### config.mk
export PLATFORM = sky130hd
export DESIGN_NAME = pli_div
export DESIGN_NICKNAME = d
export VERILOG_FILES = /design/src/rtl/piecewise_linear_interpolation_macros.svh /design/src/rtl/pli_pkg.sv /design/src/rtl/pli_div.sv
export SDC_FILE = /design/constraint.sdc
export NUM_CORES = 1
export LEC_CHECK = 0
export BUFFER_PORTS_ARGS = -buffer_cell sky130_fd_sc_hd__buf_2
export CORE_ASPECT_RATIO = 0.8
export CORE_UTILIZATION = 45
export CTS_BUF_LIST = sky130_fd_sc_hd__clkbuf_16
export CTS_CLUSTER_SIZE = 10
export DETAILED_ROUTE_END_ITERATION = 8
export PLACE_DENSITY = 0.73
export SLEW_MARGIN = 20
export SYNTH_ARGS = -nofsm -noshare
export SYNTH_HDL_FRONTEND = slang
export SYNTH_SLANG_ARGS = --single-unit
### constraint.sdc
create_clock -name clk -period 5.7 [get_ports clk]
set_input_delay 0.57 -clock clk [delete_from_list [all_inputs] [get_ports clk]]
set_output_delay 0.57 -clock clk [all_outputs]
set_load 0.005 [all_outputs]
### src/rtl/piecewise_linear_interpolation_macros.svh
// Assertion macros shared by the piecewise linear interpolation RTL.
`ifndef PIECEWISE_LINEAR_INTERPOLATION_MACROS_SVH
`define PIECEWISE_LINEAR_INTERPOLATION_MACROS_SVH
`ifndef SYNTHESIS
// Checks that a property holds on every rising edge outside reset.
`define PLI_ASSERT(lbl, prop) \
	lbl: assert property (@(posedge clk) disable iff (!arst_n) (prop)) \
	else $error("pli: property failed");
// Checks that a condition never becomes true outside reset.
`define PLI_ASSERT_NEVER(lbl, cond) \
	lbl: assert property (@(posedge clk) disable iff (!arst_n) !(cond)) \
	else $error("pli: forbidden condition seen");
`else
`define PLI_ASSERT(lbl, prop)
`define PLI_ASSERT_NEVER(lbl, cond)
`endif
`endif

### src/rtl/pli_pkg.sv
// Package of types, constants and helpers for the piecewise linear interpolator.
package pli_pkg;

	localparam int MAX_POINTS = 64;
	localparam int IDX_W      = $clog2(MAX_POINTS);
	localparam int SLOT_W     = 6;
	localparam int CNT_W      = 7;
	localparam int POS_W      = 16;
	localparam int VAL_W      = 32;
	localparam int DIVIDEND_W = POS_W + VAL_W;
	localparam int QUO_W      = VAL_W;

	// Opcodes of an input transaction.
	localparam logic OP_LOAD  = 1'b0;
	localparam logic OP_QUERY = 1'b1;

	// Search record handed from cell to cell along the chain.
	typedef struct packed {
		logic             valid;
		logic             done;
		logic             direct;
		logic [VAL_W-1:0] x;
		logic [POS_W-1:0] pa_pos;
		logic [VAL_W-1:0] pa_val;
		logic [POS_W-1:0] pb_pos;
		logic [VAL_W-1:0] pb_val;
	} pli_rec_t;

	// Index of the last breakpoint in use, with the count clamped to the table.
	function automatic logic [IDX_W-1:0] last_slot(input logic [CNT_W-1:0] cnt);
		logic [IDX_W-1:0] res;
		if (cnt == '0) begin
			res = '0;
		end else if (int'(cnt) > MAX_POINTS) begin
			res = IDX_W'(MAX_POINTS - 1);
		end else begin
			res = IDX_W'(int'(cnt) - 1);
		end
		return res;
	endfunction

endpackage

### src/rtl/pli_div.sv
// Serial restoring divider, one quotient bit per cycle.
module pli_div (
	input  logic                           clk,
	input  logic                           arst_n,
	input  logic                           start,
	input  logic [pli_pkg::DIVIDEND_W-1:0] dividend,
	input  logic [pli_pkg::POS_W-1:0]      divisor,
	output logic                           done,
	output logic [pli_pkg::QUO_W-1:0]      quotient
);
	import pli_pkg::*;

	localparam int STEP_W = $clog2(QUO_W);

	logic              run_q;
	logic              done_q;
	logic [STEP_W-1:0] step_q;
	logic [POS_W-1:0]  rem_q;
	logic [QUO_W-1:0]  sh_q;
	logic [POS_W-1:0]  den_q;
	logic [POS_W:0]    part;
	logic [POS_W:0]    trial;
	logic              q_bit;

	// The quotient fits in QUO_W bits, so the upper dividend bits start as remainder.
	assign part  = {rem_q, sh_q[QUO_W-1]};
	assign trial = part - {1'b0, den_q};
	assign q_bit = !trial[POS_W];

	always_ff @(posedge clk or negedge arst_n) begin
		if (!arst_n) begin
			run_q  <= 1'b0;
			done_q <= 1'b0;
			step_q <= '0;
		end else begin
			done_q <= 1'b0;
			if (start) begin
				run_q  <= 1'b1;
				step_q <= '0;
			end else if (run_q) begin
				step_q <= step_q + 1'b1;
				if (step_q == STEP_W'(QUO_W - 1)) begin
					run_q  <= 1'b0;
					done_q <= 1'b1;
				end
			end
		end
	end

	// Shift one dividend bit in and one quotient bit out per cycle.
	always_ff @(posedge clk) begin
		if (start) begin
			rem_q <= dividend[DIVIDEND_W-1:QUO_W];
			sh_q  <= dividend[QUO_W-1:0];
			den_q <= divisor;
		end else if (run_q) begin
			rem_q <= q_bit ? trial[POS_W-1:0] : part[POS_W-1:0];
			sh_q  <= {sh_q[QUO_W-2:0], q_bit};
		end
	end

	assign done     = done_q;
	assign quotient = sh_q;

endmodule

==> results.json <==
{
  "status": "complete, no violations",
  "ys_seq_area_share_pct": 55.2,
  "finalHoldViolCount": 0,
  "cp-start-kind": "register",
  "drc_errors": 0,
  "critPathArrivalTime_ns": 3.40,
  "num_vias": 2703,
  "fin_crit_sh_pct": 56.7,
  "antenna_left": 0,
  "slew_headroom_pct": 44.0,
  "wl_per_cell_um": 14.8,
  "ys_types": 35,
  "layout-drive-gt1-share_pct": 35.2,
  "synthArstFlopShare_pct": 9.86,
  "worstPathRequired_ns": 5.86,
  "synth_commonest_cells": "edfxtp_1, mux2_2, nand2_1",
  "fmax_ghz": 0.309,
  "clockPowerShare_pct": 23.8,
  "port_buffers": 99,
  "p_sw_share_pct": 34.3,
  "syn_to_final_growth_pct": 22.9,
  "cts_setup_buffers": 0,
  "hold_buffers": 0,
  "worstReg2RegEnd": "rem_q[0]",
  "syn_nets": 399,
  "synth-edff-count": 64,
  "maxCapViolations": 0,
  "end_kind": "register",
  "ys_seq_elements": 71,
  "setup_viol": 0,
  "netlist_area_mm2": 0.00380,
  "clock-root-buffer": "clkbuf_16",
  "die_h_um": 84.2,
  "fp-row-count": 29,
  "slew_viol_final": 0,
  "die_area_mm2": 0.00881,
  "fin_cells": 528,
  "ys.flop_type": "edfxtp_1",
  "grt_start_max_net_pins": 74,
  "p_sw_mw": 0.728,
  "die_x_um": 105,
  "yosysTopAreaCell": "edfxtp_1",
  "yosys_warnings": 0,
  "io_pins": 100,
  "clk_latency_ns": 0.33,
  "yosysMostFrequentCell": "edfxtp_1",
  "cts_tree": "done",
  "antenna_found_initial": 0,
  "comb_power_share_pct": 40.6,
  "hold_class": "in -> async",
  "power.density_mw_per_mm2": 454,
  "synthTopCellsByArea": "edfxtp_1, mux2_2, ha_1, dfrtp_1, mux2i_1",
  "cts_resized": 0,
  "p_leak_nw": 2.11,
  "fillers": 722,
  "internal_power_mw": 1.39,
  "grt_pass1_vias": 2781,
  "gp_congestion": 0.827,
  "vias_per_cell": 5.12,
  "core_area_mm2": 0.00806,
  "synth.top_cell.area_share_pct": 50.6,
  "reg2reg_depth": 10,
  "antenna-diode-count": 0,
  "clockBufferDepth": 2,
  "hpwl_um": 5410,
  "crit_type": "reg -> reg",
  "cts.sinks": 71,
  "syn_avg_cell_area_um2": 12.1,
  "rsz0062_at_grt": "false",
  "hold_slack_ns": 0.0664,
  "total_power_mw": 2.12,
  "routed_wirelength_um": 7800,
  "grt_pass1_wl_um": 12600,
  "cp_max_fo": 19,
  "fin_tns_setup_ns": 0,
  "reg2reg_from": "quotient[31]",
  "initial_core_util_pct": 47.2,
  "gr-total-overflow": 0,
  "fin_skew_ns": 0.00968,
  "clkSlewWorstSetupHoldPaths_ns": 0.06,
  "final_nets": 501,
  "grtUsageTotal_pct": 18.4,
  "tightestPinTransition_ns": 0.841,
  "drt_iter0_drc": 161,
  "drt_pass1_iterations": 5,
  "synth_cells": 313,
  "final.min_clock_period_ns": 3.23,
  "regToRegSetupSlack_ns": 2.47,
  "seq_power_share_pct": 35.6,
  "place_inst": 512,
  "h-tree-depth": 3,
  "worst_ir_drop_vdd_v": 0.000335,
  "numCtsBuffers": 9
}
[per-stage QoR]
step | setup slack [ns] | utilization (%) | instance area (um^2)
CTS | 2.43 | 57.9 | 4660
floorplan | 2.88 | - | 3800
finish | 2.47 | 58.0 | 4670
global placement | 2.56 | 54.6 | 4400
global route | 2.28 | 58.0 | 4670
detailed placement | 2.46 | 54.6 | 4400
[flip-flops by register name, summed over array words and instances (netlist names)]
| name | flops |
|---|---|
| den_q | 16 |
| done | 1 |
| quotient | 32 |
| rem_q | 16 |
| run_q | 1 |
| step_q | 5 |
[cell usage in the layout (no fill, tap or decap), types with 2 or more instances in the layout]
| master | count |
|---|---|
| nor2_1 | 17 |
| xnor2_1 | 8 |
| a31oi_1 | 3 |
| clkinv_1 | 2 |
| and3_1 | 4 |
| o211ai_1 | 3 |
| or3_1 | 2 |
| mux2i_1 | 14 |
| o21ai_0 | 21 |
| a21oi_1 | 21 |
| xor2_1 | 7 |
| nand3_1 | 2 |
| o21ai_1 | 3 |
| edfxtp_1 | 64 |
| nand2b_1 | 6 |
| dfrtp_1 | 7 |
| mux2_2 | 33 |
| nand4_1 | 5 |
| o21bai_1 | 2 |
| a21o_1 | 5 |
| clkbuf_16 | 9 |
| inv_1 | 22 |
| buf_2 | 99 |
| clkinv_4 | 2 |
| nand2_1 | 27 |
| ha_1 | 18 |
[power groups by stage]
stage	combinational [mW]	clock [mW]	sequential, mW
after floorplan	0.685	0	0.752
after global placement	0.838	0	0.762
after detailed placement	0.859	0	0.762
after CTS	0.863	0.517	0.756
after global routing	0.965	0.529	0.768
final	0.862	0.505	0.755
[worst max-delay path: stages, from the launching register on]
cell      delay [ns]
edfxtp_1        0.35
inv_1           0.06
ha_1            0.22
fa_1            0.40
nand2b_1        0.20
a21o_1          0.18
and3_1          0.16
o31a_1          0.33
xnor2_4         0.61
mux2_2          0.40
o21ai_0         0.14
[worst max-delay path by stage]
stage                 startpoint        end  depth (start not counted)
floorplan           quotient[31]  rem_q[13]                         11
global placement    quotient[31]   rem_q[1]                         10
detailed placement  quotient[31]   rem_q[0]                         10
CTS                 quotient[31]   rem_q[0]                         10
global route        quotient[31]   rem_q[6]                         10
finish              quotient[31]   rem_q[0]                         10
[kinds of logic after synthesis]
kind of cell	synth area share, %
compound gates	9.68
xor+xnor	4.18
fa+ha+maj	6.46
buf+inv	3.16
flops	55.2
mux	13.5
simple gates	7.84
[layout make-up]
type | instances | area (um^2) | share of cell area [%]
Multi-Input combinational cell | 212 | 1590 | 34.0
Tap cell | 108 | 135 | 2.89
Sequential cell | 71 | 2100 | 44.9
Clock inverter | 7 | 41.3 | 0.884
Inverter | 21 | 78.8 | 1.69
Clock buffer | 9 | 225 | 4.82
Timing Repair Buffer | 100 | 503 | 10.8
[metal layers]
layer  GRT usage, %  up-vias  part of all wire [%]  routed length, um
met5              0        -                     0                  0
met4           5.76        0                  0.69                 54
met3           7.92        4                   7.8                607
met2           28.4       91                    44               3450
met1           23.6     1258                    47               3690
li1               -     1350                     -                  -
Note: power is estimated with default switching activity, not from simulation.
